$ cat config.mk
export PLATFORM = sky130hd
export DESIGN_NAME = ldpm_norm
export DESIGN_NICKNAME = d
export VERILOG_FILES = /design/src/rtl/ldpm_pkg.sv /design/src/rtl/ldpm_norm.sv
export SDC_FILE = /design/constraint.sdc
export NUM_CORES = 2
export LEC_CHECK = 0
export BUFFER_PORTS_ARGS = -buffer_cell sky130_fd_sc_hd__buf_2
export CAP_MARGIN = 10
export CORE_MARGIN = 8
export CORE_UTILIZATION = 50
export CTS_CLUSTER_DIAMETER = 40
export DETAILED_ROUTE_END_ITERATION = 16
export PLACE_DENSITY = 0.66
export SYNTH_ARGS = -nofsm -noshare
export SYNTH_HDL_FRONTEND = slang
export SYNTH_SLANG_ARGS = --single-unit
$ cat constraint.sdc
create_clock -name clk -period 15.2 [get_ports clk]
set_input_delay 1.52 -clock clk [delete_from_list [all_inputs] [get_ports clk]]
set_output_delay 1.52 -clock clk [all_outputs]
set_load 0.02 [all_outputs]
$ cat src/rtl/ldpm_pkg.sv
// ----------------------------------------------------------------------------
// ldpm_pkg - shared definitions for the lens distortion point map
// Field widths, register indexes, divider geometry and the normalizer result.
// ----------------------------------------------------------------------------
package ldpm_pkg;

	// Field widths.
	localparam int COORD_W    = 24;
	localparam int FOCAL_W    = 24;
	localparam int COEF_W     = 32;
	localparam int CFG_IDX_W  = 3;
	localparam int CFG_DATA_W = 32;

	// Normalized values are signed Q.24 and clamped to +/-2.0.
	localparam int NORM_Q_W = 26;
	localparam int NORM_W   = NORM_Q_W + 1;
	localparam logic [NORM_Q_W-1:0] NORM_LIMIT = NORM_Q_W'(1) << (NORM_Q_W - 1);

	// The long division retires this many quotient bits per pipeline stage.
	localparam int NORM_BITS_PER_STAGE = 2;
	localparam int NORM_STAGES         = NORM_Q_W / NORM_BITS_PER_STAGE;

	// Normalizer: difference stage, numerator stage, divider stages, clamp stage.
	localparam int NORM_LATENCY = NORM_STAGES + 3;
	// Stages from the normalized point to the result ports.
	localparam int POST_LATENCY = 10;
	localparam int PIPE_LATENCY = NORM_LATENCY + POST_LATENCY;

	// Register reset values.
	localparam logic [FOCAL_W-1:0] FOCAL_RESET = FOCAL_W'(256);

	// Configuration register indexes.
	typedef enum logic [CFG_IDX_W-1:0] {
		REG_FOCAL_X = 3'd0,
		REG_FOCAL_Y = 3'd1,
		REG_CENTRE_X = 3'd2,
		REG_CENTRE_Y = 3'd3,
		REG_RADIAL_K1 = 3'd4,
		REG_RADIAL_K2 = 3'd5,
		REG_TANGENTIAL_P1 = 3'd6,
		REG_TANGENTIAL_P2 = 3'd7
	} cfg_reg_t;

	// Normalizer result as seen by the top level.
	typedef struct packed {
		logic                     valid;
		logic                     sat;
		logic signed [NORM_W-1:0] value;
	} norm_t;

endpackage

$ cat src/rtl/ldpm_norm.sv
// ----------------------------------------------------------------------------
// ldpm_norm - pipelined coordinate normalizer
// Computes round((pix - centre) / focal) in signed Q.24 with a pipelined
// restoring divider, clamping the magnitude to 2.0.
// ----------------------------------------------------------------------------
module ldpm_norm
	import ldpm_pkg::*;
(
	input  logic                      clk,
	input  logic                      arst_n,
	input  logic                      req,
	input  logic signed [COORD_W-1:0] pix,
	input  logic [FOCAL_W-1:0]        centre,
	input  logic [FOCAL_W-1:0]        focal,
	output norm_t                     result
);

	// Divider stage payload: remainder and the shared numerator/quotient word.
	typedef struct packed {
		logic                neg;
		logic                ovf;
		logic [FOCAL_W-1:0]  rem;
		logic [NORM_Q_W-1:0] nq;
	} div_t;

	// Stage 1: signed difference and its magnitude.
	logic signed [COORD_W+1:0] diff;
	logic                      valid_s1;
	logic                      neg_s1;
	logic [COORD_W:0]          mag_s1;

	assign diff = $signed({{2{pix[COORD_W-1]}}, pix}) - $signed({2'b00, centre});

	always_ff @(posedge clk or negedge arst_n) begin
		if (!arst_n) begin
			valid_s1 <= 1'b0;
		end else begin
			valid_s1 <= req;
		end
	end

	always_ff @(posedge clk) begin
		neg_s1 <= diff[COORD_W+1];
		mag_s1 <= diff[COORD_W+1] ? 25'(-diff) : diff[COORD_W:0];
	end

	// Stage 2: rounded numerator and the quotient overflow test.
	logic [49:0] num;
	logic        ovf;
	logic        div_valid_s [0:NORM_STAGES];
	div_t        div_s       [0:NORM_STAGES];

	assign num = {1'b0, mag_s1, 24'd0} + {27'd0, focal[FOCAL_W-1:1]};
	assign ovf = num >= {focal, 26'd0};

	always_ff @(posedge clk or negedge arst_n) begin
		if (!arst_n) begin
			div_valid_s[0] <= 1'b0;
		end else begin
			div_valid_s[0] <= valid_s1;
		end
	end

	always_ff @(posedge clk) begin
		div_s[0] <= '{neg: neg_s1, ovf: ovf, rem: num[49:26], nq: num[25:0]};
	end

	// Divider stages: each retires a few quotient bits, MSB first.
	for (genvar g = 1; g <= NORM_STAGES; g++) begin : g_div
		logic [FOCAL_W-1:0]  rem_w [0:NORM_BITS_PER_STAGE];
		logic [NORM_Q_W-1:0] nq_w  [0:NORM_BITS_PER_STAGE];
		logic [FOCAL_W:0]    trial [0:NORM_BITS_PER_STAGE-1];
		logic                ge    [0:NORM_BITS_PER_STAGE-1];

		assign rem_w[0] = div_s[g-1].rem;
		assign nq_w[0]  = div_s[g-1].nq;

		for (genvar j = 0; j < NORM_BITS_PER_STAGE; j++) begin : g_bit
			assign trial[j]   = {rem_w[j], nq_w[j][NORM_Q_W-1]};
			assign ge[j]      = trial[j] >= {1'b0, focal};
			assign rem_w[j+1] = ge[j] ? FOCAL_W'(trial[j] - {1'b0, focal})
			                          : trial[j][FOCAL_W-1:0];
			assign nq_w[j+1]  = {nq_w[j][NORM_Q_W-2:0], ge[j]};
		end

		always_ff @(posedge clk or negedge arst_n) begin
			if (!arst_n) begin
				div_valid_s[g] <= 1'b0;
			end else begin
				div_valid_s[g] <= div_valid_s[g-1];
			end
		end

		always_ff @(posedge clk) begin
			div_s[g] <= '{neg: div_s[g-1].neg, ovf: div_s[g-1].ovf,
			              rem: rem_w[NORM_BITS_PER_STAGE],
			              nq: nq_w[NORM_BITS_PER_STAGE]};
		end
	end

	// Final stage: clamp to 2.0 and restore the sign.
	logic [NORM_Q_W-1:0]      quot;
	logic                     big;
	logic signed [NORM_W-1:0] qmag;
	logic                     valid_q;
	logic                     sat_q;
	logic signed [NORM_W-1:0] value_q;

	assign quot = div_s[NORM_STAGES].nq;
	assign big  = div_s[NORM_STAGES].ovf || (quot > NORM_LIMIT);
	assign qmag = $signed({1'b0, big ? NORM_LIMIT : quot});

	always_ff @(posedge clk or negedge arst_n) begin
		if (!arst_n) begin
			valid_q <= 1'b0;
		end else begin
			valid_q <= div_valid_s[NORM_STAGES];
		end
	end

	always_ff @(posedge clk) begin
		sat_q   <= big;
		value_q <= div_s[NORM_STAGES].neg ? -qmag : qmag;
	end

	assign result = '{valid: valid_q, sat: sat_q, value: value_q};

endmodule

==> flow_summary.ini <==
[sta]
totalNegativeSetupSlack_ps = 0
skew_ps = 20.34
tightest_slew_ps = 1156
fmaxAchievable_mhz = 110.5
setup_repair_after_global_routing_missed_its_margin = false
max_slew_margin_pct = 22.94
layout_min_cycle_time_ps = 9051
setup_viol = 0
final-hold-violation-count = 0
final_period_util_pct = 59.55
maxSlewViolCount = 0

[setup_path]
arrival_ps = 9640
crit_path_end_kind = flop
critPathSlowestCell = o21ai_4
cp_slowest_stage_delay_ps = 610
worst-setup-path-type = primary input to flop
timing.critical_path.from_type = primary input
worst-endpoint-required_ps = 15790
worstPathMaxFanout = 31

[clocking]
clock_sink_count = 771
numCtsBuffers = 118
worst_skew_pair.late_latency_ps = 710
clockRootBuffer = clkbuf_16
cts_repair_resize_count = 0
cts_hold_buffers = 0
tritoncts_clock_tree = yes
clockBufferDepth = 3
worst_setup_hold_path_clk_slew_ps = 60
clock_tree.htree_level_count = 3
postCtsSetupBuffers = 0

[yosys]
netlist_top_cells_count = dfxtp_1, ha_1, a21oi_1
number_of_synthesized_flops_with_an_enable_pin = 0
synth_seq_area_share_pct = 29.02
syn_nets = 6776
yosys.area.top_type = dfxtp_1
syn_inst = 6001
ys.flop_type = dfxtp_1
asyncSetResetFlopFracSynth_pct = 2.075
yosysTopAreaCellShare_pct = 28.27
yosys.cell_count.top_type = dfxtp_1
synth_area_um2 = 53460
syn_avg_cell_area_um2 = 8.909
postSynthRegisterBits = 771
ys_top_cells_by_area = dfxtp_1, ha_1, mux2_2, xnor2_1, a21oi_1
synth_warn = 0
synth_cell_type_count = 106

[global_routing]
grt_pass1_vias = 42764
total_gr_overflow = 0
grt.total_usage_pct = 24.55
grt_first_pass_wirelength_um = 232100
grt_antenna_before_repair = 9
grt_max_degree = 45

[floorplanning]
die_height_um = 343.0
die_width_um = 343.0
die_area_um2 = 117600
io_pins = 104
start_util_pct = 50.15
coreArea_um2 = 106600
row_count = 120

[place]
gp_congestion = 0.9166
numPortBuffers = 103
place_hpwl_um = 112700
place_inst = 7446

[layout]
flow.area_growth_from_synthesis_pct = 12.01
final.fill_count = 9627
number_of_nets_in_the_layout = 6938
final-instance-count-excl-fill = 7674
drive_above_1_share_pct = 13.19
final_core_util_pct = 56.18

[routing]
wire_per_inst_um = 19.47
dr_total_vias = 44831
detail-route-antenna-nets = 0
drt-vias-per-instance = 5.842
initialDrtViolationCount = 3278
residual_drc = 0
firstDrtPassIters = 8
drt_wl_total_um = 149400

[hold_path]
min-delay-path-class = flop to flop

[status]
result_of_the_run = completed

[flow_run]
cap_violations = 0
## flip-flops by register name (all words and copies together) (netlist names)
signal       count
valid_s1         1
valid_q          1
div_s          701
neg_s1           1
div_valid_s     14
value_q         27
sat_q            1
mag_s1          25
## cell type report
| cell class | instances | area (um2) | area share (%) |
|---|---|---|---|
| clock inverter | 96 | 1152 | 1.924 |
| inverter | 273 | 1026 | 1.713 |
| antenna | 2 | 5.005 | 0.008357 |
| clock buffer | 130 | 3079 | 5.142 |
| timing repair buffer | 156 | 913.4 | 1.525 |
| sequential | 771 | 15510 | 25.91 |
| tap | 1403 | 1755 | 2.931 |
| multi-input combinational | 4843 | 36440 | 60.85 |
## metrics by stage
step	hold slack, ps	setup slack, ps	area, um2
6_report	316.8	6149	59890
5_1_grt	317.7	5600	59880
4_1_cts	311.8	6250	59880
3_5_place_dp	312.1	5508	55650
3_3_place_gp	310.6	5640	55650
2_1_floorplan	309.6	6711	53460
## routing by layer
metal / vias up / share of wire, % / global-route usage [%]
li1: 22322 / - / -
met5: - / 0.018 / 0
met1: 20867 / 46 / 33.01
met4: 4 / 4.1 / 9.349
met3: 313 / 6.0 / 3.522
met2: 1325 / 44 / 39.77
## final timing paths
check,from,endpoint,slack [ps],cells after the start
max,focal[1],div_s[1][49],6150,28
min,div_s[0][60],div_s[1][10],320,0
max reg2reg,div_s[0][87],div_s[1][49],7790,25
min reg2reg,div_s[0][60],div_s[1][10],320,0
max in group asynchronous,arst_n,div_valid_s[0],14240,1
min in group asynchronous,arst_n,div_valid_s[13],710,1
## logic make-up (layout without fill, tap and decap cells)
logic type / count (synthesis) / count (layout) / share of synthesized area (%)
compound gates: 1773 / 1773 / 21.64
xor+xnor: 538 / 538 / 8.813
fa+ha+maj: 700 / 700 / 16.75
buf+inv: 387 / 655 / 2.942
flops: 771 / 771 / 29.02
mux: 360 / 360 / 7.608
other cells: 0 / 2 / 0
simple gates: 1472 / 1472 / 13.23
## cells in the final DEF, fill, tap and decap left out, types with 146 or more instances in the layout
cell type | Yosys | layout
inv_1 | 269 | 246
ha_1 | 674 | 674
nor2_1 | 404 | 403
a21o_1 | 271 | 271
mux2_2 | 323 | 323
dfxtp_1 | 755 | 755
xor2_1 | 146 | 146
nand2_1 | 418 | 418
a21oi_1 | 527 | 527
o21ai_0 | 342 | 342
xnor2_1 | 392 | 392
## worst max-delay path, delay by kind of cell
kind                     cells  cell delay, ps
AO/OA/AOI/OAI               16            4690
buffers and inverters        5            1780
AND/OR/NAND/NOR              5             850
adder cells (fa/ha/maj)      2             730
Power is left out: the tool's default activity adds up to more than one toggle a clock period on the data nets, which glitch-free logic cannot reach.
